--- src/hw/rtl/psa_ram.sv ---
// Generic single-write, single-read RAM with registered read data.
module psa_ram #(
    parameter int unsigned WIDTH = 8,
    parameter int unsigned DEPTH = 16
) (
    input  logic                     clk,
    input  logic                     we,
    input  logic [$clog2(DEPTH)-1:0] waddr,
    input  logic [WIDTH-1:0]         wdata,
    input  logic [$clog2(DEPTH)-1:0] raddr,
    output logic [WIDTH-1:0]         rdata
);

    logic [WIDTH-1:0] mem [DEPTH];

    always_ff @(posedge clk)
    begin
        if (we)
        begin
            mem[waddr] <= wdata;
        end
        rdata <= mem[raddr];
    end

endmodule

--- config.mk ---
export PLATFORM = sky130hd
export DESIGN_NAME = psa_ram
export DESIGN_NICKNAME = d
export VERILOG_FILES = /design/src/hw/rtl/psa_ram.sv
export SDC_FILE = /design/constraint.sdc
export NUM_CORES = 1
export LEC_CHECK = 0
export BUFFER_PORTS_ARGS = -buffer_cell sky130_fd_sc_hd__buf_2
export CORE_ASPECT_RATIO = 0.75
export CORE_UTILIZATION = 40
export DETAILED_ROUTE_END_ITERATION = 8
export SYNTH_ARGS = -nofsm -noshare
export SYNTH_HDL_FRONTEND = slang
export SYNTH_SLANG_ARGS = --single-unit
export TNS_END_PERCENT = 10
--- constraint.sdc ---
create_clock -name clk -period 4.31 [get_ports clk]
set_input_delay 0.431 -clock clk [delete_from_list [all_inputs] [get_ports clk]]
set_output_delay 0.431 -clock clk [all_outputs]
set_load 0.005 [all_outputs]
==> key figures <==
Worst setup path
  • Crit start category: input pin
  • FF-to-FF setup slack: 2890 ps
  • Critical register-to-register path endpoint: rdata[4]$_DFF_P_
  • Critical path peak fanout: 8
  • Number of buffers and inverters on the critical path: 1
  • Slowest CP cell: nor3_1
  • Arr. time, crit path: 2080 ps
  • WP depth: 3
  • Critical Path RT: 4340 ps
  • Worst setup EP type: flop
  • R2r worst-path depth: 3
  • R2R Path Start: mem[3][4]$_DFFE_PP_
  • Worst-path cell chain: buf_2 > or3b_2 > nor3_1
  • Max incr delay on CP: 1020 ps
  • Cell family with most CP delay: simple AND/OR/NAND/NOR gates
  • Type of the worst setup path: input pin to flop

Global routing
  • Largest net degree at the start of global routing: 33
  • Global-route wire length before repair: 15.1 mm
  • Initial antenna violation count: 0
  • All-Layer GR Usage: 16.9%
  • Number of global-route vias before repair: 2393
  • GRT overflow: 0

Synthesis
  • Syn Area/Cell: 22.5 um^2
  • Unique cell type count in the Yosys netlist: 19
  • FF+latch count, synth: 136
  • Synthesized instance count: 229
  • Area leader, netlist: edfxtp_1
  • Synth warnings: 0
  • Top-area cell type share of the netlist area: 74.7%
  • Number of synthesized flops with an enable pin: 128
  • Syn nets: 247
  • Top post-synthesis cells by area: edfxtp_1 75%, mux4_2 7.9%, mux4_1 7.1%
  • Cell Area, Synth: 5150 um^2
  • Sequential area share after synthesis: 77.8%
  • Ys flop type: edfxtp_1
  • Commonest cells post-synth: 128 x edfxtp_1, 18 x mux4_2, 16 x a22oi_1
  • Ys async rst share: 0%
  • Most common cell in the netlist: edfxtp_1

Die
  • Chip width: 133 um
  • Die height: 100 um
  • Row count: 35
  • Io pins: 26
  • Initial Utilization: 41.5%
  • Total die area: 13300 um^2
  • Core Box Area: 12400 um^2

STA
  • Crit path time final: 2060 ps
  • RSZ-0062 raised after global routing: false
  • Worst setup margin: 2250 ps
  • Tightest Pin Transition: 1320 ps
  • Skew final: 6.76 ps
  • Setup TNS: 0 ps
  • Fmax achieved: 0.487 GHz
  • Period utilization: 47.7%
  • Worst slew margin: 11.2%
  • Fin. max-slew vios: 0
  • # setup viols final: 0
  • Final hold violation count: 0

Clocking
  • Post-CTS setup buffers: 0
  • Clock buffer depth: 2
  • Clock Latency Late Sink: 420 ps
  • Clock-pin slew on the worst setup and hold paths: 60 ps
  • CTS resizes: 0
  • CTS buffer count: 17
  • Number of clock sinks: 136
  • Clock Root Buffer: clkbuf_16
  • # H-tree levels: 4
  • TritonCTS clock tree: done
  • Post-cts hold buffer count: 0

Route
  • Initial DRC count: 145
  • Drt via density: 5.23
  • Avg WL per Cell: 22.6 um
  • # DRC: 0
  • Post-Route WL: 10.0 mm
  • Vias: 2319
  • Post-DRT Antenna Nets: 0
  • Drt first pass iters: 4

Layout
  • Sequential cell area: 4000 um^2
  • Filler cells: 1016
  • Area occupied by multi-input gates: 1070 um^2
  • N_diodes: 0
  • Layout area overhead: 16.6%
  • Fraction of layout instances using a drive strength above 1: 27.4%
  • Nets: 282

Flow run
  • Max cap viols: 0

Power
  • Peak VDD IR: 0.000252 V
  • Power density over the cells: 508 nW/um^2
  • Leakage power: 1.99 nW

Hold path
  • Hold crit path type: input pin to flop
  • Hold Path Stages: 1
  • WHS Endpoint: mem[14][0]$_DFFE_PP_
  • Worst Hold Launch: wdata[0]

Place
  • Final GP Congestion: 0.711
  • Port Buf Inserts: 25
  • Worst slack, placed: 1760 ps
  • DP Wirelength: 6.05 mm

Run status
  • Outcome: completed
[worst max path at each step]
stage	start	endpoint
floorplan	waddr[2]	mem[0][0]$_DFFE_PP_
global placement	waddr[2]	mem[0][1]$_DFFE_PP_
detailed placement	waddr[2]	mem[0][1]$_DFFE_PP_
CTS	waddr[2]	mem[0][6]$_DFFE_PP_
global route	waddr[2]	mem[0][6]$_DFFE_PP_
finish	waddr[2]	mem[0][5]$_DFFE_PP_
[cells in the final DEF (no fill, tap or decap), types with 4 or more instances in the layout]
cell type and instances:
buf_2 25, dfxtp_1 8, edfxtp_1 128, clkinv_2 4, nand2_1 9, mux4_2 18, mux4_1 14, a22oi_1 16
clkbuf_16 17, nor2_1 13
[report_power, final]
group          total (mW)  leakage (nW)  internal, mW  switching, mW
logic               0.130         0.478        0.0528         0.0769
registers            1.49          1.22          1.48        0.00828
clock network        1.43         0.284         0.904          0.528
[layer usage]
layer / up-vias / part of all wire (%) / routed length, um / GRT usage (%)
met2: 64 / 44 / 4400 / 23.8
li1: 1046 / - / - / -
met1: 1190 / 48 / 4780 / 24.3
met4: 0 / 1.6 / 162 / 7.16
met5: - / 0 / 0 / 0
met3: 19 / 6.9 / 692 / 5.51
[metrics by stage]
step                instances  hold slack, ps  instance area, um^2  utilization [%]  power [mW]
global placement          411             650                 5410             43.7        1.64
CTS                       443             398                 6000             48.4        3.07
global route              443             406                 6000             48.4        3.14
floorplan                 229             530                 5150                -        1.59
finish                    443             403                 6000             48.4        3.05
detailed placement        411             661                 5410             43.7        1.65
[area by class of cell]
| class | count | share of cell area, % |
|---|---|---|
| Clock buffer | 19 | 7.22 |
| Clock inverter | 13 | 2.59 |
| Multi-Input combinational cell | 83 | 17.8 |
| Sequential cell | 136 | 66.7 |
| Tap cell | 166 | 3.46 |
| Timing Repair Buffer | 26 | 2.21 |
[registers in the layout (all words and copies together), names as in the netlist]
register and flops:
rdata 8, mem 128
[kinds of logic after synthesis]
kind of cell	count (synthesis)	share of synthesized area, %
and+or+nand+nor	35	3.18
buffers and inverters	10	1.68
muxes	32	15.0
DFF	136	77.8
AOI/OAI and AO/OA	16	2.33
Power figures use the tool's default switching activity.
