==> config.mk <==
export PLATFORM = sky130hd
export DESIGN_NAME = psa_out
export DESIGN_NICKNAME = d
export VERILOG_FILES = /design/src/hw/rtl/psa_pkg.sv /design/src/hw/rtl/psa_out.sv
export SDC_FILE = /design/constraint.sdc
export NUM_CORES = 1
export LEC_CHECK = 0
export ABC_AREA = 1
export CORE_UTILIZATION = 47
export DETAILED_ROUTE_END_ITERATION = 16
export DONT_BUFFER_PORTS = 1
export PLACE_DENSITY_LB_ADDON = 0.05
export SYNTH_ARGS = -nofsm -noshare
export SYNTH_HDL_FRONTEND = slang
export SYNTH_SLANG_ARGS = --single-unit
==> constraint.sdc <==
create_clock -name clk -period 6.3 [get_ports clk]
set_input_delay 0.63 -clock clk [delete_from_list [all_inputs] [get_ports clk]]
set_output_delay 0.63 -clock clk [all_outputs]
set_load 0.02 [all_outputs]
==> src/hw/rtl/psa_pkg.sv <==
// Shared types, codes and constants of the aging priority scheduler.
package psa_pkg;

    localparam int unsigned SLOTS_DEF = 16;
    localparam logic [15:0] AGING_RESET = 16'd100;

    localparam logic [2:0] EV_ARRIVED = 3'd0;
    localparam logic [2:0] EV_IO_DONE = 3'd1;
    localparam logic [2:0] EV_DISPATCH = 3'd2;
    localparam logic [2:0] EV_BLOCKED = 3'd3;
    localparam logic [2:0] EV_TERMINATED = 3'd4;
    localparam logic [2:0] EV_REJECTED = 3'd5;

    localparam logic [1:0] PL_READY = 2'd0;
    localparam logic [1:0] PL_WAIT = 2'd1;
    localparam logic [1:0] PL_RUN = 2'd2;

    localparam logic KIND_ADMIT = 1'b0;
    localparam logic KIND_TICK = 1'b1;
    localparam logic [2:0] REG_AGING = 3'd0;

    typedef struct packed {
        logic [15:0] pid;
        logic [15:0] left;
        logic [15:0] slice;
        logic [15:0] io;
        logic [7:0]  prio_now;
        logic [7:0]  prio_base;
        logic [31:0] ready_since;
        logic [31:0] io_done;
        logic [31:0] order;
    } ent_t;

    typedef struct packed {
        logic [2:0]  ev;
        logic [15:0] pid;
        logic [7:0]  prio;
        logic [15:0] rem;
        logic [15:0] burst;
        logic [15:0] io;
        logic [31:0] t;
    } res_t;

    typedef struct packed {
        logic emit_req;
        logic flush_req;
    } out_ctl_t;

    typedef struct packed {
        logic can_emit;
        logic pend_valid;
    } out_sts_t;

    typedef enum logic [3:0] {
        S_IDLE,
        S_ADMIT,
        S_IO_RD,
        S_IO_CHK,
        S_IO_END,
        S_RUN,
        S_RUN_CHK,
        S_AGE_RD,
        S_AGE_CHK,
        S_AGE_WAIT,
        S_DISP,
        S_FLUSH
    } state_t;

endpackage

==> src/hw/rtl/psa_out.sv <==
// Result stage: one held-back item to mark the last one, then the output register.
module psa_out
    import psa_pkg::*;
(
    input  logic     clk,
    input  logic     rst_n,
    input  out_ctl_t ctl,
    input  res_t     emit_data,
    output out_sts_t sts,
    output logic     out_valid,
    input  logic     out_stall,
    output res_t     out_data,
    output logic     out_last
);

    logic pend_valid_reg;
    res_t pend_reg;
    logic out_valid_reg;
    res_t out_reg;
    logic out_last_reg;
    logic out_free;

    assign out_free = !out_valid_reg || !out_stall;
    assign sts.can_emit = !pend_valid_reg || out_free;
    assign sts.pend_valid = pend_valid_reg;

    always_ff @(posedge clk or negedge rst_n)
    begin
        if (!rst_n)
        begin
            pend_valid_reg <= 1'b0;
            out_valid_reg <= 1'b0;
        end
        else
        begin
            if (ctl.emit_req && sts.can_emit)
            begin
                pend_valid_reg <= 1'b1;
                if (pend_valid_reg)
                begin
                    out_valid_reg <= 1'b1;
                end
                else if (out_valid_reg && !out_stall)
                begin
                    out_valid_reg <= 1'b0;
                end
            end
            else if (ctl.flush_req && pend_valid_reg && out_free)
            begin
                pend_valid_reg <= 1'b0;
                out_valid_reg <= 1'b1;
            end
            else if (out_valid_reg && !out_stall)
            begin
                out_valid_reg <= 1'b0;
            end
        end
    end

    always_ff @(posedge clk)
    begin
        if (ctl.emit_req && sts.can_emit)
        begin
            pend_reg <= emit_data;
            if (pend_valid_reg)
            begin
                out_reg <= pend_reg;
                out_last_reg <= 1'b0;
            end
        end
        else if (ctl.flush_req && pend_valid_reg && out_free)
        begin
            out_reg <= pend_reg;
            out_last_reg <= 1'b1;
        end
    end

    assign out_valid = out_valid_reg;
    assign out_data = out_reg;
    assign out_last = out_last_reg;

endmodule

==> results_tabular.tex, run 1 <==
\begin{tabular}{lr}
\hline
Metric & Value \\
\hline
\multicolumn{2}{l}{\textbf{Outcome}} \\
Status & completed \\
\multicolumn{2}{l}{\textbf{STA}} \\
Pin slew with the least headroom to its limit & 0.812 ns \\
Final hold slack & 0.240 ns \\
Clock period minus worst slack & 2.45 ns \\
Fin worst setup slack & 3.85 ns \\
Worst setup skew after layout & 0.00543 ns \\
Highest clock rate & 409 MHz \\
Setup repair after global routing missed its margin & no \\
Setup TNS Final & 0 ns \\
Worst relative slew slack & 0.459 \\
Number of endpoints failing setup at the final stage & 0 \\
Final hold viol count & 0 \\
Number of pins exceeding their max-slew limit in the final report & 0 \\
Part of the cycle the worst path needs & 0.388 \\
\multicolumn{2}{l}{\textbf{Synthesis}} \\
Synth Instances & 233 \\
Net Count, Synth & 345 \\
Warnings, synthesis & 0 \\
Post-synth top flop & sky130\_fd\_sc\_hd\_\_edfxtp\_1 \\
Share of synthesized registers carrying an async set or reset & 0.00922 \\
Sequential fraction of the synthesis area & 0.989 \\
Mapped cell area & 6580 sq um \\
Mean post-synth cell area & 28.2 sq um \\
Most frequently used cell type in the post-synthesis netlist & sky130\_fd\_sc\_hd\_\_edfxtp\_1 \\
Top post-synthesis cells by count & 215 x sky130\_fd\_sc\_hd\_\_edfxtp\_1, 9 x sky130\_fd\_sc\_hd\_\_nand2\_1, 4 x sky130\_fd\_sc\_hd\_\_inv\_1 \\
Number of distinct library cells after synthesis & 7 \\
EDFF count, synth & 215 \\
Most area-hungry cell type in the Yosys netlist & sky130\_fd\_sc\_hd\_\_edfxtp\_1 \\
Number of synthesized register bits & 217 \\
Cell types occupying the most area after synthesis & sky130\_fd\_sc\_hd\_\_edfxtp\_1 98\%, sky130\_fd\_sc\_hd\_\_dfrtp\_1 0.76\%, sky130\_fd\_sc\_hd\_\_nand2\_1 0.51\% \\
Yosys top cell area share & 0.982 \\
\multicolumn{2}{l}{\textbf{Layout}} \\
Area used by sequential logic in the layout & 6510 sq um \\
Non-filler cells in the finished layout & 451 \\
Filler Cells Inserted & 1014 \\
Number of antenna repair diodes & 0 \\
Share of final-layout standard cells stronger than drive strength 1 & 0.135 \\
Synth-to-layout area growth & 14.8\% \\
\# nets final & 371 \\
Area used by multi-input combinational logic & 48.8 sq um \\
\multicolumn{2}{l}{\textbf{Floorplanning}} \\
Height of the chip & 120 um \\
Core outline area & 13500 sq um \\
\# IOs & 223 \\
Die Outline Area & 14500 sq um \\
Horizontal die dimension & 120 um \\
Floorplan row count & 42 \\
Starting utilization of the core area & 0.489 \\
\multicolumn{2}{l}{\textbf{Critical path}} \\
Sort of element at the start of the critical path & register \\
Largest fanout on the critical path & 62 \\
Slowest library cell on the worst path & sky130\_fd\_sc\_hd\_\_buf\_4 \\
Cells traversed along the worst timing path & nand3\_2 -> nand2\_1 -> inv\_4 -> buf\_4 \\
Worst Path Arrival & 2.55 ns \\
Cell class contributing the biggest share of worst-path delay & buffers and inverters \\
Required @ worst endpoint & 6.41 ns \\
Critical path's largest stage delay & 0.72 ns \\
Buffers \& Inverters on Critical Path & 2 \\
Classification of the worst setup path & reg2reg \\
Worst Setup End Kind & register \\
Worst-case register-to-register setup slack & 3.85 ns \\
\multicolumn{2}{l}{\textbf{Drt}} \\
Total Routed Length & 9.88 mm \\
Vias per Instance & 5.00 \\
Mean routed wirelength per cell & 21.9 um \\
Vias & 2257 \\
Initial DRC Count & 296 \\
Total iterations of the first detailed-routing run & 5 \\
Remaining antenna violation count & 0 \\
Post-detailed-route DRC marker count & 0 \\
\multicolumn{2}{l}{\textbf{GRT}} \\
Total GRT Usage & 0.131 \\
First-pass GRT wire length & 13.9 mm \\
Via count of the first global-routing pass & 2264 \\
Overflow left after global routing & 0 \\
Pin count of the biggest net entering global routing & 63 \\
Antenna violations before repair & 1 \\
\multicolumn{2}{l}{\textbf{Power and ir drop}} \\
Static leakage power & 0.00252 uW \\
Power density of the placed cells & 441 nW/um\^{}2 \\
Switching power & 742 uW \\
Fraction of power spent switching nets & 0.223 \\
IR drop worst, VDD & 202 uV \\
Gate power share & 0.025 \\
Sequential share of power & 0.593 \\
Share of total power in the clock network & 0.382 \\
Total internal power & 2590 uW \\
\multicolumn{2}{l}{\textbf{Clock tree}} \\
Clock-pin slew reported for the worst setup and hold paths after clock tree synthesis & 0.06 ns \\
Library cell used as clock root buffer & sky130\_fd\_sc\_hd\_\_clkbuf\_16 \\
Insertion delay to the later sink of the worst-skew pair & 0.48 ns \\
Post-CTS setup buffer count & 0 \\
CTS tree & yes \\
\# H-tree levels & 1 \\
Maximum number of buffers from clock root to sink & 3 \\
Cts bufs inserted & 22 \\
CTS sink count & 217 \\
\multicolumn{2}{l}{\textbf{Placed design}} \\
HPWL after detailed placement & 6.59 mm \\
Setup slack at placement & 3.74 ns \\
Number of input and output port buffers inserted & 0 \\
Placed insts & 410 \\
Routability-driven placement congestion ratio & 0.717 \\
\multicolumn{2}{l}{\textbf{Job}} \\
Number of maximum-capacitance constraint violations & 0 \\
\multicolumn{2}{l}{\textbf{Min path}} \\
Worst hold path class & in2reg \\
\hline
\end{tabular}
[metal layers]
layer	GRT usage	share of wire
met3	0.0660	0.12
met5	0	0.0011
met1	0.151	0.36
met2	0.216	0.50
met4	0.0409	0.020
[power by group through the flow]
stage          logic, uW  clock network, uW  registers [uW]
2_1_floorplan       64.3                  0            1990
3_3_place_gp        80.8                  0            2000
3_5_place_dp        87.3                  0            2010
4_1_cts             87.9               1300            1980
5_1_grt             96.9               1360            1990
6_report            84.5               1270            1980
[cells in the final DEF, fill, tap and decap left out]
cell and count:
sky130_fd_sc_hd__buf_4 2, sky130_fd_sc_hd__bufinv_16 3, sky130_fd_sc_hd__clkbuf_1 2, sky130_fd_sc_hd__clkbuf_16 23
sky130_fd_sc_hd__clkinv_1 6, sky130_fd_sc_hd__clkinv_2 4, sky130_fd_sc_hd__clkinvlp_4 2, sky130_fd_sc_hd__dfrtp_1 2
sky130_fd_sc_hd__dlygate4sd3_1 1, sky130_fd_sc_hd__edfxtp_1 215, sky130_fd_sc_hd__inv_1 2, sky130_fd_sc_hd__inv_4 2
sky130_fd_sc_hd__nand2_1 9, sky130_fd_sc_hd__nand3_1 1, sky130_fd_sc_hd__nand3_2 1
[through the flow]
stage / util / power (uW) / cell area, sq um
global route: 0.561 / 3450 / 7550
CTS: 0.561 / 3370 / 7550
detailed placement: 0.506 / 2100 / 6810
global placement: 0.506 / 2080 / 6810
finish: 0.561 / 3330 / 7550
floorplan: - / 2050 / 6580
[repair_timing]
action | in CTS | in global routing
resized for setup | 0 | 0
hold endpoints to repair | 2 | 0
hold buffers | 1 | 0
[layout make-up]
class,instances,share of cell area
clock buffers,25,0.0772
clock inverters,15,0.0196
inverters,4,0.00265
multi-input cells,11,0.00646
flip-flops and latches,217,0.862
well taps,176,0.0292
repair buffers,3,0.00331
[path summary, 6_finish.rpt]
kind / from / endpoint / cells after the start
hold reg to reg: pend_reg[10] / out_data[10] / 0
setup / recovery: pend_valid_reg / pend_reg[39] / 4
min in group asynchronous: rst_n / pend_valid_reg / 1
max in group asynchronous: rst_n / out_valid / 1
setup reg to reg: pend_valid_reg / pend_reg[39] / 4
hold / removal: emit_data[85] / pend_reg[85] / 0
[kinds of logic (layout without fill, tap and decap cells)]
group,after synthesis,after routing,synth area share
AND/OR/NAND/NOR,11,11,0.00742
buffers and inverters,5,47,0.00342
flip-flops,217,217,0.989
Power figures use the tool's default switching activity.
==> run 2, diff against run 1 <==
--- a/config.mk
+++ b/config.mk
@@ -5,7 +5,7 @@
 export SDC_FILE = /design/constraint.sdc
 export NUM_CORES = 1
 export LEC_CHECK = 0
-export ABC_AREA = 1
+export ABC_AREA = 0
 export CORE_UTILIZATION = 47
 export DETAILED_ROUTE_END_ITERATION = 16
 export DONT_BUFFER_PORTS = 1
==> constraint.sdc (replaced) <==
create_clock -name clk -period 2.1 [get_ports clk]
set_input_delay 0.21 -clock clk [delete_from_list [all_inputs] [get_ports clk]]
set_output_delay 0.21 -clock clk [all_outputs]
set_load 0.02 [all_outputs]
==> results_tabular.tex, run 2 <==
\begin{tabular}{lr}
\hline
Metric & Value \\
\hline
\multicolumn{2}{l}{\textbf{Outcome}} \\
Status & aborted with a tool error \\
Last stage & 4\_1\_cts \\
Err & [ERROR RSZ-0060] Max buffer count reached. \\
\multicolumn{2}{l}{\textbf{Synthesis}} \\
EDFF count, synth & 215 \\
Most frequently used cell type in the post-synthesis netlist & sky130\_fd\_sc\_hd\_\_edfxtp\_1 \\
Sequential fraction of the synthesis area & 0.991 \\
Number of distinct library cells after synthesis & 11 \\
Most area-hungry cell type in the Yosys netlist & sky130\_fd\_sc\_hd\_\_edfxtp\_1 \\
Net Count, Synth & 340 \\
Cell types occupying the most area after synthesis & sky130\_fd\_sc\_hd\_\_edfxtp\_1 98\%, sky130\_fd\_sc\_hd\_\_dfrtp\_1 0.76\%, sky130\_fd\_sc\_hd\_\_nand2\_1 0.17\% \\
Mapped cell area & 6570 sq um \\
Mean post-synth cell area & 28.8 sq um \\
Number of synthesized register bits & 217 \\
Top post-synthesis cells by count & 215 x sky130\_fd\_sc\_hd\_\_edfxtp\_1, 3 x sky130\_fd\_sc\_hd\_\_nand2\_1, 2 x sky130\_fd\_sc\_hd\_\_dfrtp\_1 \\
Synth Instances & 228 \\
Post-synth top flop & sky130\_fd\_sc\_hd\_\_edfxtp\_1 \\
Share of synthesized registers carrying an async set or reset & 0.00922 \\
Yosys top cell area share & 0.983 \\
Warnings, synthesis & 0 \\
\multicolumn{2}{l}{\textbf{Clock tree}} \\
Post-CTS setup buffer count & 0 \\
Count of cells resized by post-cts repair & 0 \\
CTS sink count & 217 \\
Cts bufs inserted & 22 \\
\# H-tree levels & 1 \\
Maximum number of buffers from clock root to sink & 3 \\
Hold buffer count at cts & 101 \\
Library cell used as clock root buffer & sky130\_fd\_sc\_hd\_\_clkbuf\_16 \\
\multicolumn{2}{l}{\textbf{Floorplanning}} \\
Horizontal die dimension & 120 um \\
Floorplan row count & 42 \\
\# IOs & 223 \\
Starting utilization of the core area & 0.488 \\
Height of the chip & 120 um \\
\multicolumn{2}{l}{\textbf{Placed design}} \\
Routability-driven placement congestion ratio & 0.745 \\
HPWL after detailed placement & 6.73 mm \\
Placed insts & 407 \\
Number of input and output port buffers inserted & 0 \\
\hline
\end{tabular}
[run 2: changes by cell type after synthesis]
| cell | previous run | this run |
|---|---|---|
| sky130_fd_sc_hd__o21ai_0 | 0 | 1 |
| sky130_fd_sc_hd__a31oi_1 | 0 | 1 |
| sky130_fd_sc_hd__a21oi_1 | 0 | 1 |
| sky130_fd_sc_hd__and2_1 | 0 | 1 |
| sky130_fd_sc_hd__nor2_1 | 0 | 1 |
| sky130_fd_sc_hd__nand2_1 | 9 | 3 |
| sky130_fd_sc_hd__inv_1 | 4 | 1 |
| sky130_fd_sc_hd__nand3_1 | 1 | 0 |
[run 2: metrics by stage]
stage / worst slack (ns) / cell area, sq um
floorplan: -0.650 / 6580
global placement: 0.510 / 6860
detailed placement: 0.452 / 6860
[run 2: kinds of logic after synthesis]
kind of cell,synth area share
buffers and inverters,0.00172
AOI/OAI and AO/OA,0.00248
DFF,0.991
and+or+nand+nor,0.00476
==> run 3, diff against run 2 <==
--- a/config.mk
+++ b/config.mk
@@ -6,10 +6,10 @@
 export NUM_CORES = 1
 export LEC_CHECK = 0
 export ABC_AREA = 0
-export CORE_UTILIZATION = 47
+export CORE_UTILIZATION = 32
 export DETAILED_ROUTE_END_ITERATION = 16
 export DONT_BUFFER_PORTS = 1
-export PLACE_DENSITY_LB_ADDON = 0.05
+export PLACE_DENSITY_LB_ADDON = 0.15
 export SYNTH_ARGS = -nofsm -noshare
 export SYNTH_HDL_FRONTEND = slang
 export SYNTH_SLANG_ARGS = --single-unit
==> constraint.sdc (replaced) <==
create_clock -name clk -period 2.73 [get_ports clk]
set_input_delay 0.273 -clock clk [delete_from_list [all_inputs] [get_ports clk]]
set_output_delay 0.273 -clock clk [all_outputs]
set_load 0.02 [all_outputs]
==> results_tabular.tex, run 3 <==
\begin{tabular}{lr}
\hline
Metric & Value \\
\hline
\multicolumn{2}{l}{\textbf{Synthesis}} \\
Simple-gate portion of the synthesized area & 0.00476 \\
Yosys top cell area share & 0.983 \\
Fraction of the mapped netlist area in compound gates & 0.00248 \\
Mapped cell area & 6570 sq um \\
Number of synthesized register bits & 217 \\
Largest family of logic cells by synthesized area & simple AND/OR/NAND/NOR gates \\
Adder-Cell Fraction of Synth Area & 0 \\
Net Count, Synth & 340 \\
Share of synthesized registers carrying an async set or reset & 0.00922 \\
Post-synth top flop & sky130\_fd\_sc\_hd\_\_edfxtp\_1 \\
Post-synthesis xor/xnor area fraction & 0 \\
Sequential fraction of the synthesis area & 0.991 \\
EDFF count, synth & 215 \\
Most area-hungry cell type in the Yosys netlist & sky130\_fd\_sc\_hd\_\_edfxtp\_1 \\
Most frequently used cell type in the post-synthesis netlist & sky130\_fd\_sc\_hd\_\_edfxtp\_1 \\
Synth Instances & 228 \\
Warnings, synthesis & 0 \\
Number of distinct library cells after synthesis & 11 \\
Top post-synthesis cells by count & 215 x sky130\_fd\_sc\_hd\_\_edfxtp\_1, 3 x sky130\_fd\_sc\_hd\_\_nand2\_1, 2 x sky130\_fd\_sc\_hd\_\_dfrtp\_1 \\
Mux share of post-synthesis cell area & 0 \\
Cell types occupying the most area after synthesis & sky130\_fd\_sc\_hd\_\_edfxtp\_1 98\%, sky130\_fd\_sc\_hd\_\_dfrtp\_1 0.76\%, sky130\_fd\_sc\_hd\_\_nand2\_1 0.17\% \\
Mean post-synth cell area & 28.8 sq um \\
\multicolumn{2}{l}{\textbf{Clock tree}} \\
CTS sink count & 217 \\
Post-CTS setup buffer count & 0 \\
\# H-tree levels & 1 \\
Maximum number of buffers from clock root to sink & 3 \\
Cts bufs inserted & 24 \\
Count of cells resized by post-cts repair & 0 \\
Hold buffer count at cts & 111 \\
Library cell used as clock root buffer & sky130\_fd\_sc\_hd\_\_clkbuf\_16 \\
\multicolumn{2}{l}{\textbf{Outcome}} \\
Status & aborted with a tool error \\
Err & [ERROR RSZ-0060] Max buffer count reached. \\
Last stage & 4\_1\_cts \\
\multicolumn{2}{l}{\textbf{Floorplanning}} \\
Height of the chip & 145 um \\
Horizontal die dimension & 145 um \\
Floorplan row count & 52 \\
Starting utilization of the core area & 0.325 \\
\# IOs & 223 \\
\multicolumn{2}{l}{\textbf{Placed design}} \\
Placed insts & 508 \\
HPWL after detailed placement & 7.36 mm \\
Dpl cell area & 7070 sq um \\
Routability-driven placement congestion ratio & 0.672 \\
Number of input and output port buffers inserted & 0 \\
\hline
\end{tabular}
run 3: logic make-up after synthesis:
kind of cell	count (synthesis)
buffers and inverters	2
DFF	217
and+or+nand+nor	6
AOI/OAI and AO/OA	3
run 3: per-stage QoR:
stage	setup WS, ns	setup TNS, ns
floorplan	-0.0196	-2.11
global placement	0.805	0
detailed placement	0.788	0
