$ cat src/hw/rtl/psa_pkg.sv
// Shared types, codes and constants of the aging priority scheduler.
package psa_pkg;

    localparam int unsigned SLOTS_DEF = 16;
    localparam logic [15:0] AGING_RESET = 16'd100;

    localparam logic [2:0] EV_ARRIVED = 3'd0;
    localparam logic [2:0] EV_IO_DONE = 3'd1;
    localparam logic [2:0] EV_DISPATCH = 3'd2;
    localparam logic [2:0] EV_BLOCKED = 3'd3;
    localparam logic [2:0] EV_TERMINATED = 3'd4;
    localparam logic [2:0] EV_REJECTED = 3'd5;

    localparam logic [1:0] PL_READY = 2'd0;
    localparam logic [1:0] PL_WAIT = 2'd1;
    localparam logic [1:0] PL_RUN = 2'd2;

    localparam logic KIND_ADMIT = 1'b0;
    localparam logic KIND_TICK = 1'b1;
    localparam logic [2:0] REG_AGING = 3'd0;

    typedef struct packed {
        logic [15:0] pid;
        logic [15:0] left;
        logic [15:0] slice;
        logic [15:0] io;
        logic [7:0]  prio_now;
        logic [7:0]  prio_base;
        logic [31:0] ready_since;
        logic [31:0] io_done;
        logic [31:0] order;
    } ent_t;

    typedef struct packed {
        logic [2:0]  ev;
        logic [15:0] pid;
        logic [7:0]  prio;
        logic [15:0] rem;
        logic [15:0] burst;
        logic [15:0] io;
        logic [31:0] t;
    } res_t;

    typedef struct packed {
        logic emit_req;
        logic flush_req;
    } out_ctl_t;

    typedef struct packed {
        logic can_emit;
        logic pend_valid;
    } out_sts_t;

    typedef enum logic [3:0] {
        S_IDLE,
        S_ADMIT,
        S_IO_RD,
        S_IO_CHK,
        S_IO_END,
        S_RUN,
        S_RUN_CHK,
        S_AGE_RD,
        S_AGE_CHK,
        S_AGE_WAIT,
        S_DISP,
        S_FLUSH
    } state_t;

endpackage

$ cat src/hw/rtl/psa_age.sv
// Aging unit: bit-serial quotient of wait time by aging period, clamped to 8 bits.
module psa_age
    import psa_pkg::*;
(
    input  logic        clk,
    input  logic        rst_n,
    input  logic        start,
    input  logic [31:0] diff,
    input  logic [15:0] period,
    input  logic [7:0]  base,
    output logic        done,
    output logic [7:0]  prio,
    output logic        changed
);

    logic        busy_reg;
    logic        done_reg;
    logic [2:0]  k_reg;
    logic [23:0] r_reg;
    logic [7:0]  q_reg;
    logic        big_reg;
    logic [15:0] period_reg;
    logic [7:0]  base_reg;
    logic [24:0] dsh;
    logic        ge;

    always_comb
    begin
        dsh = {9'b0, period_reg} << k_reg;
        ge = {1'b0, r_reg} >= dsh;
    end

    always_ff @(posedge clk or negedge rst_n)
    begin
        if (!rst_n)
        begin
            busy_reg <= 1'b0;
            done_reg <= 1'b0;
            k_reg <= 3'd0;
        end
        else
        begin
            done_reg <= 1'b0;
            if (start)
            begin
                busy_reg <= 1'b1;
                k_reg <= 3'd7;
            end
            else if (busy_reg)
            begin
                k_reg <= k_reg - 3'd1;
                if (k_reg == 3'd0)
                begin
                    busy_reg <= 1'b0;
                    done_reg <= 1'b1;
                end
            end
        end
    end

    always_ff @(posedge clk)
    begin
        if (start)
        begin
            r_reg <= diff[23:0];
            q_reg <= 8'd0;
            big_reg <= diff[31:8] >= {8'b0, period};
            period_reg <= period;
            base_reg <= base;
        end
        else if (busy_reg)
        begin
            q_reg[k_reg] <= ge;
            if (ge)
            begin
                r_reg <= r_reg - dsh[23:0];
            end
        end
    end

    assign done = done_reg;
    assign changed = big_reg || (q_reg != 8'd0);
    assign prio = (big_reg || (q_reg >= base_reg)) ? 8'd0 : base_reg - q_reg;

endmodule

$ cat config.mk
export PLATFORM = sky130hd
export DESIGN_NAME = psa_age
export DESIGN_NICKNAME = d
export VERILOG_FILES = /design/src/hw/rtl/psa_pkg.sv /design/src/hw/rtl/psa_age.sv
export SDC_FILE = /design/constraint.sdc
export NUM_CORES = 1
export LEC_CHECK = 0
export BUFFER_PORTS_ARGS = -buffer_cell sky130_fd_sc_hd__clkbuf_2
export CORE_MARGIN = 2
export CORE_UTILIZATION = 50
export DETAILED_ROUTE_END_ITERATION = 6
export PLACE_DENSITY_LB_ADDON = 0.12
export SYNTH_ARGS = -nofsm -noshare
export SYNTH_HDL_FRONTEND = slang
export SYNTH_SLANG_ARGS = --single-unit
$ cat constraint.sdc
create_clock -name clk -period 12.2 [get_ports clk]
set_input_delay 2.44 -clock clk [delete_from_list [all_inputs] [get_ports clk]]
set_output_delay 2.44 -clock clk [all_outputs]
set_load 0.02 [all_outputs]
==> results of run 1 <==
-- worst max path at each step --
stage	to	slack (ns)	startpoint
4_1_cts	prio[6]	6.73	base_reg[0]$_DFFE_PP_
5_1_grt	prio[7]	6.48	base_reg[0]$_DFFE_PP_
6_report	prio[6]	6.78	base_reg[0]$_DFFE_PP_
3_3_place_gp	prio[6]	7.21	base_reg[0]$_DFFE_PP_
3_5_place_dp	prio[6]	7.12	base_reg[0]$_DFFE_PP_
2_1_floorplan	prio[2]	7.43	base_reg[0]$_DFFE_PP_
-- cell families after synthesis --
family / share of synthesized area [%]
fa+ha+maj: 13.8
buf+inv: 5.09
xor+xnor: 4.98
mux: 6.82
simple gates: 13.3
flops: 37.0
compound gates: 19.0
-- layout by cell type, fill, tap and decap left out, types with 3 or more instances in the layout --
cell type / count
and3_1: 3
edfxtp_1: 49
mux2_2: 5
dfrtp_1: 5
ha_1: 49
clkbuf_2: 68
a211oi_1: 12
a21o_1: 19
nand2_1: 54
xnor2_1: 16
dfxtp_1: 8
xor2_1: 11
clkbuf_8: 9
o21ai_0: 29
o21ai_1: 7
nor2b_1: 7
o21a_1: 6
mux4_2: 3
nor2_1: 36
nand2b_1: 3
a31oi_1: 6
nor4_1: 4
inv_1: 43
mux2i_1: 20
nand3_1: 7
o21bai_1: 7
a21oi_1: 33
nor3_1: 10
nand4_1: 10
-- where the power goes --
| group | total, mW | internal, mW | switching [mW] |
|---|---|---|---|
| sequential | 0.333 | 0.302 | 0.0308 |
| combinational | 0.595 | 0.248 | 0.347 |
| clock | 0.202 | 0.115 | 0.0871 |
-- worst register-to-register path, cell delays in order, from the launching register on --
cell and delay [ns]:
dfrtp_1 1.02, mux2_2 0.37, nor2_1 0.05, a21oi_1 0.26
mux2i_1 0.17, ha_1 0.44, nand2_1 0.07, o21ai_1 0.28
nor3_1 0.08, and3_1 0.22, o21ai_1 0.33, a311o_1 0.31
a21oi_4 0.09, o21bai_2 0.49, buf_4 0.36
-- synth_stat cells, types with 11 or more instances --
| cell type | count | area, µm² |
|---|---|---|
| mux2i_1 | 20 | 200 |
| xnor2_1 | 16 | 140 |
| a21o_1 | 19 | 143 |
| nor2_1 | 36 | 135 |
| a211oi_1 | 12 | 90.1 |
| nand2_1 | 54 | 203 |
| clkbuf_1 | 13 | 48.8 |
| inv_1 | 43 | 161 |
| xor2_1 | 11 | 96.3 |
| o21ai_0 | 29 | 145 |
| a21oi_1 | 33 | 165 |
| edfxtp_1 | 49 | 1470 |
| ha_1 | 49 | 613 |
-- metrics by stage --
step	util [%]	cell area (µm²)	std cells	hold slack (ns)	power, mW
after detailed placement	56.2	5190	690	0.503	0.925
after floorplan	-	4750	511	0.478	0.788
final	58.5	5400	706	0.506	1.13
after global placement	56.2	5190	690	0.491	0.916
after global routing	58.5	5400	706	0.551	1.22
after CTS	58.5	5400	706	0.514	1.13
-- per-layer routing --
metal | global-route usage [%] | vias up | routed length (µm)
met4 | 6.86 | 0 | 183
met3 | 5.24 | 14 | 465
met5 | 0 | - | 0
met1 | 31.2 | 1815 | 5130
li1 | - | 1979 | -
met2 | 37.2 | 80 | 5260
-- final cells by class --
| type | instances | area (µm²) |
|---|---|---|
| Clock buffer | 10 | 128 |
| Clock inverter | 6 | 86.3 |
| Fill cell | 842 | 3840 |
| Inverter | 43 | 161 |
| Multi-Input combinational cell | 386 | 2750 |
| Sequential cell | 62 | 1760 |
| Tap cell | 129 | 161 |
| Timing Repair Buffer | 70 | 355 |
==> metrics.md, run 1 <==
| Metric | Value |
|---|---|
| CTS Buf Count | 9 |
| Routed Antenna Nets | 0 |
| Routed len/inst | 15.6 µm |
| Initial core utilization | 51.4% |
| Final setup fails | 0 |
| DRC viols | 0 |
| FF+latch count, synth | 62 |
| Buf/Inv on CP | 3 |
| CP Launch Type | flop |
| CTS H-tree lvls | 3 |
| Row count | 35 |
| Final setup TNS | 0 ns |
| Fin Clk Skew | 0.00954 ns |
| Vias in the first global route | 3773 |
| Tot GR Track Use | 23.1% |
| Fmax achieved | 0.185 GHz |
| Crit path capture type | primary output |
| Worst-Margin Slew | 1.03 ns |
| RD Place Congestion | 0.917 |
| Worst R2R Path Depth | 14 |
| Post_cts resized | 0 |
| Hold Buf Count CTS | 0 |
| Launching point of the worst reg2reg path | k_reg[0]$_DFFE_PN0P_ |
| Most used DFF post-synth | edfxtp_1 |
| Hold-critical path depth | 2 |
| Port buffer count | 68 |
| Via-to-Cell Ratio | 5.51 |
| Post-synth ARST share | 8.06% |
| Post-CTS Setup Bufs | 0 |
| Setup ws final | 6.78 ns |
| CTS root buffer | clkbuf_8 |
| Layout cells sized above 1 | 17.2% |
| CTS sink cnt | 62 |
| N_diodes | 0 |
| Die area | 0.0103 mm² |
| Crit-path max cell delay | 0.42 ns |
| Register area share after synthesis | 37.0% |
| Fin crit period | 5.42 ns |
| Netlist Area Pre-Place | 0.00475 mm² |
| CP Depth | 13 |
| Max Cap Viol | 0 |
| Crit-path leading delay family | compound AO/OA/AOI/OAI gates |
| GR Overflow Total | 0 |
| Max Fanout on Critical Path | 8 |
| Max reg flops | 24 |
| DP Wirelength | 8.60 mm |
| Die height | 101 µm |
| Hold EP | q_reg[2]$_SDFFE_PP0P_ |
| Critical Setup Path Class | flop to primary output |
| Data required, critical path | 9.76 ns |
| Worst path arrival time | 2.98 ns |
| DR iter-0 viols | 136 |
| EDFF count, synth | 49 |
| Nets | 682 |
| YS warnings | 0 |
| R2r endpoint | r_reg[7]$_DFFE_PP_ |
| Run status | finished clean |
| Max clock buf depth | 2 |
| P&R area growth vs syn | 13.8% |
| Pleak | 2.43 nW |
| Pre-CTS WS | 7.12 ns |
| Global-route wire length before repair | 18.4 mm |
| Core area | 0.00924 mm² |
| Peak VDD IR | 127 µV |
| Avg Cell Area, Syn | 9.29 µm² |
| Synthesized Nets | 621 |
| Largest net degree at the start of global routing | 83 |
| RSZ-0062 raised after global routing | no |
| Clk_lat worst skew | 0.35 ns |
| R2r setup slk | 7.35 ns |
| HP Class | flop to flop |
| Final hold violations | 0 |
| Top-Level Pins | 69 |
| CTS tree | done |
| Pwr Density | 209 mW/mm² |
| Die X | 101 µm |
| Synthesized instance count | 511 |
| Clk slew on worst S/H paths | 0.08 ns |
| Min-delay src | q_reg[2]$_SDFFE_PP0P_ |
| Slowest cell on crit path | o21ai_1 |
| Final Slew Violations | 0 |
| Via count | 3888 |
| Post-Route WL | 11.0 mm |
| Tcrit/Tclk final | 44.4% |
| Initial antenna violation count | 0 |
| Crit-path cells | inv_1 > ha_1 > inv_1 > fa_1 > a21o_1 > a21oi_1 > o21bai_1 > a21oi_1 > nor2b_1 > o21a_1 > o21ai_1 > nor2_1 > clkbuf_2 |
| Rel. slew slack | 31.6% |
| Distinct cells, synth | 52 |
| DRT Pass-1 Iters | 5 |
Note: power is estimated with default switching activity, not from simulation.
==> run 2, diff against run 1 <==
Clock period 12.2 ns to 4.5 ns, I/O delays scaled along.
==> metrics.md, run 2 (synthesis results as in run 1) <==
| Metric | Value |
|---|---|
| Row count | 35 |
| Run status | finished clean |
| Port buffer count | 68 |
| CTS H-tree lvls | 3 |
| Post-CTS Setup Bufs | 0 |
| Worst R2R Path Depth | 14 |
| Data required, critical path | 4.54 ns |
| Fin crit period | 4.03 ns |
| Tot GR Track Use | 23.5% |
| Max clock buf depth | 2 |
| CP Launch Type | flop |
| Rel. slew slack | 61.8% |
| Via count | 3975 |
| DRC viols | 0 |
| N_diodes | 0 |
| Layout cells sized above 1 | 18.2% |
| CTS root buffer | clkbuf_8 |
| Largest net degree at the start of global routing | 43 |
| Placed Area | 0.00523 mm² |
| Initial antenna violation count | 0 |
| Die X | 101 µm |
| Top-Level Pins | 69 |
| Max Cap Viol | 0 |
| P&R area growth vs syn | 14.9% |
| Final setup TNS | 0 ns |
| Clk slew on worst S/H paths | 0.08 ns |
| Final Slew Violations | 0 |
| DP Wirelength | 9.13 mm |
| Via-to-Cell Ratio | 5.58 |
| Critical Setup Path Class | flop to flop |
| Die area | 0.0103 mm² |
| Pleak | 2.45 nW |
| Max Fanout on Critical Path | 21 |
| CTS Buf Count | 9 |
| Post-Route WL | 11.4 mm |
| Tcrit/Tclk final | 89.6% |
| Final hold violations | 0 |
| DRT Pass-1 Iters | 4 |
| Pwr Density | 568 mW/mm² |
| RSZ-0062 raised after global routing | no |
| Global-route wire length before repair | 18.6 mm |
| Clk_lat worst skew | 0.35 ns |
| Core area | 0.00924 mm² |
| Initial core utilization | 51.4% |
| Fmax achieved | 0.248 GHz |
| Most common cell after layout, fill and taps aside | clkbuf_2 |
| Final instance area | 0.00546 mm² |
| Worst-Margin Slew | 0.569 ns |
| HP Class | input pin to async pin |
| Most frequent cells in the layout | clkbuf_2 (68), nand2_1 (54), ha_1 (49), edfxtp_1 (49), inv_1 (43) |
| Die height | 101 µm |
| Nets | 688 |
| Worst path arrival time | 4.07 ns |
| Final setup fails | 0 |
| CTS tree | done |
| Crit path capture type | flop |
| RD Place Congestion | 0.932 |
| Vias in the first global route | 3870 |
| GR Overflow Total | 0 |
| Peak VDD IR | 300 µV |
| DR iter-0 viols | 162 |
| Final core occ | 59.1% |
| CTS sink cnt | 62 |
| Max reg flops | 24 |
| Routed len/inst | 16.0 µm |
| Fin Clk Skew | 0.0145 ns |
| Routed Antenna Nets | 0 |
-- run 2: final timing paths --
path	start	to	slack, ns
min reg2reg	q_reg[3]$_SDFFE_PP0P_	q_reg[3]$_SDFFE_PP0P_	0.51
min in group clk	q_reg[3]$_SDFFE_PP0P_	q_reg[3]$_SDFFE_PP0P_	0.51
min	rst_n	k_reg[0]$_DFFE_PN0P_	0.36
max in group asynchronous	rst_n	k_reg[0]$_DFFE_PN0P_	3.98
max reg2reg	k_reg[0]$_DFFE_PN0P_	r_reg[16]$_DFFE_PP_	0.47
max	k_reg[0]$_DFFE_PN0P_	r_reg[16]$_DFFE_PP_	0.47
-- run 2: metal layers --
layer	routed length [µm]	track usage (%)	up-vias
met5	0	0	-
met1	5330	30.8	1889
met2	5510	40.1	83
li1	-	-	1993
met3	448	4.00	10
met4	114	6.34	0
-- run 2: through the flow --
stage / total power [mW] / worst slack (ns) / cells / hold slack (ns)
final: 3.10 / 0.470 / 712 / 0.359
after global routing: 3.33 / 0.179 / 712 / 0.350
after CTS: 3.11 / 0.242 / 712 / 0.335
after detailed placement: 2.54 / 0.283 / 696 / 0.497
after global placement: 2.53 / 0.282 / 696 / 0.496
after floorplan: 2.14 / 0.265 / 511 / 0.478
-- run 2: report_power, final --
| group | switching [mW] | internal (mW) | total [mW] |
|---|---|---|---|
| combinational | 0.963 | 0.690 | 1.65 |
| clock | 0.241 | 0.314 | 0.555 |
| sequential | 0.0756 | 0.818 | 0.893 |
| total | 1.28 | 1.82 | 3.10 |
-- run 2: what timing repair did --
| action | in CTS | in global routing |
|---|---|---|
| endpoints found under the setup margin | 0 | 24 |
| gates resized for setup | 0 | 1 |
| hold buffers | 0 | 0 |
-- run 2: worst max-delay path, cell delays in order (launching register included) --
cell and delay (ns):
dfrtp_2 0.66, buf_4 0.24, mux2i_1 0.10, a21oi_1 0.28, mux2i_1 0.14, ha_1 0.43
nand3_1 0.19, nor3_1 0.22, o21ai_1 0.13, and3_1 0.20, o21ai_1 0.30, a311o_1 0.30
a21oi_4 0.09, o21bai_2 0.17, buf_4 0.25
-- run 2: final cells by class --
class / instances / area, µm²
fillers: 850 / 3780
multi-input cells: 386 / 2750
flip-flops and latches: 62 / 1760
repair buffers: 76 / 400
inverters: 43 / 161
well taps: 129 / 161
clock buffers: 9 / 124
clock inverters: 7 / 97.6
==> run 3, diff against run 2 <==
Settings changed: CELL_PAD_IN_SITES_DETAIL_PLACEMENT from default to 2, CELL_PAD_IN_SITES_GLOBAL_PLACEMENT from default to 2, CORE_UTILIZATION 50 to 33, MAX_ROUTING_LAYER from default to met4.
==> metrics.md, run 3 (synthesis results as in run 1) <==
| Metric | Value |
|---|---|
| Max reg flops | 24 |
| Global-route wire length before repair | 23.8 mm |
| Layout cells sized above 1 | 17.9% |
| Fill cells | 1598 |
| Routed len/inst | 19.6 µm |
| Post_cts resized | 0 |
| RD Place Congestion | 0.832 |
| Max Fanout on Critical Path | 27 |
| DP Wirelength | 12.3 mm |
| GR Overflow Total | 0 |
| Crit path capture type | flop |
| DRC viols | 0 |
| Port buffer count | 68 |
| DRT Pass-1 Iters | 4 |
| Clk slew on worst S/H paths | 0.05 ns |
| NetSw | 1.40 mW |
| Routed Antenna Nets | 0 |
| CP most frequent cell | o21ai_1 |
| Launching point of the worst reg2reg path | k_reg[0]$_DFFE_PN0P_ |
| Switching Share | 42.0% |
| Post-CTS Setup Bufs | 0 |
| Fin Clk Skew | 0.00966 ns |
| CTS H-tree lvls | 3 |
| CP Launch Point | k_reg[0]$_DFFE_PN0P_ |
| P&R area growth vs syn | 18.1% |
| CTS sink cnt | 62 |
| Largest net degree at the start of global routing | 28 |
| Gate power share | 53.2% |
| Die height | 124 µm |
| Max clock buf depth | 2 |
| Nets | 690 |
| Sequential share of power | 26.8% |
| Critical Setup Path Class | flop to flop |
| DR iter-0 viols | 150 |
| Buf/Inv on CP | 2 |
| CP Launch Type | flop |
| Rel. slew slack | 58.5% |
| Die area | 0.0154 mm² |
| Pwr Density | 594 mW/mm² |
| Clock Power Share | 19.9% |
| Clk_lat worst skew | 0.34 ns |
| Row count | 43 |
| Via-to-Cell Ratio | 5.26 |
| Initial antenna violation count | 0 |
| N_diodes | 0 |
| Final Slew Violations | 0 |
| Initial core utilization | 33.9% |
| Crit-path max cell delay | 0.55 ns |
| Final setup fails | 0 |
| WHS | 0.382 ns |
| Data required, critical path | 4.58 ns |
| Worst path arrival time | 4.20 ns |
| Tcrit/Tclk final | 91.6% |
| Post-Route WL | 15.0 mm |
| Crit-path cells | buf_12 > mux4_2 > mux2i_1 > ha_1 > a21oi_1 > o21ai_1 > nor3_1 > and3_1 > o21ai_1 > a311o_1 > a21oi_4 > o21bai_2 > buf_4 |
| Final setup TNS | 0 ns |
| Most frequent cells in the layout | clkbuf_2 (67), nand2_1 (54), ha_1 (49), edfxtp_1 (49), inv_1 (43) |
| Max Cap Viol | 0 |
| Final hold violations | 0 |
| Fin crit period | 4.12 ns |
| Hold Buf Count CTS | 0 |
| Core area | 0.0140 mm² |
| Most common cell after layout, fill and taps aside | clkbuf_2 |
| Run status | finished clean |
| Top-Level Pins | 69 |
| Crit-path leading delay family | compound AO/OA/AOI/OAI gates |
| Via count | 4027 |
| CTS root buffer | clkbuf_16 |
| Pleak | 2.50 nW |
| HP Class | input pin to async pin |
| Worst-Margin Slew | 0.617 ns |
| Tot GR Track Use | 21.5% |
| CTS tree | done |
| RSZ-0062 raised after global routing | no |
| Fmax achieved | 0.243 GHz |
| Die X | 124 µm |
| CTS Buf Count | 9 |
| Pint | 1.93 mW |
| Vias in the first global route | 4304 |
| Slowest cell on crit path | mux4_2 |
| Peak VDD IR | 300 µV |
==> run 3: worst paths after layout <==
check	to	slack, ns	cells past startpoint
max in group asynchronous	done$_DFF_PN0_	3.97	1
min	k_reg[2]$_DFFE_PN0P_	0.38	1
max	r_reg[1]$_DFFE_PP_	0.38	13
max reg2reg	r_reg[1]$_DFFE_PP_	0.38	13
min in group clk	q_reg[2]$_SDFFE_PP0P_	0.51	2
min reg2reg	q_reg[2]$_SDFFE_PP0P_	0.51	2
==> run 3: final cells by class <==
cell class	instances	area, µm²	area share, %
clock inverter	1	5.00	0.0892
clock buffer	15	278	4.95
inverter	43	161	2.88
multi-input combinational	386	2750	49.1
timing repair buffer	78	428	7.63
sequential	62	1760	31.3
tap	180	225	4.02
==> run 3: power by group through the flow <==
| stage | sequential (mW) | combinational, mW | clock, mW |
|---|---|---|---|
| final | 0.895 | 1.77 | 0.664 |
| after global routing | 0.911 | 1.98 | 0.702 |
| after CTS | 0.894 | 1.79 | 0.683 |
| after floorplan | 0.869 | 1.27 | 0 |
| after detailed placement | 0.902 | 1.75 | 0 |
| after global placement | 0.901 | 1.69 | 0 |
==> run 3: per-stage QoR <==
step	setup slack [ns]	util [%]	area [µm²]	power, mW	cells
5_1_grt	0.208	40.1	5610	3.59	765
2_1_floorplan	0.265	-	4750	2.14	511
6_report	0.378	40.1	5610	3.33	765
4_1_cts	0.435	40.1	5610	3.36	765
3_3_place_gp	0.634	38.1	5330	2.59	749
3_5_place_dp	0.502	38.1	5330	2.65	749
==> run 3: worst reg2reg max path, cell delays in order, from the launching register on <==
cell and delay, ns:
dfrtp_1 0.37, buf_12 0.20, mux4_2 0.56, mux2i_1 0.26, ha_1 0.37, a21oi_1 0.29
o21ai_1 0.19, nor3_1 0.20, and3_1 0.25, o21ai_1 0.15, a311o_1 0.43, a21oi_4 0.29
o21bai_2 0.11, buf_4 0.20
==> run 3: per-layer routing <==
metal,GRT usage [%],vias up,share of wire (%)
met2,35.6,52,50
li1,-,1992,-
met1,27.3,1973,46
met3,4.72,10,3.0
met4,3.93,0,1.0
met5,-,-,0
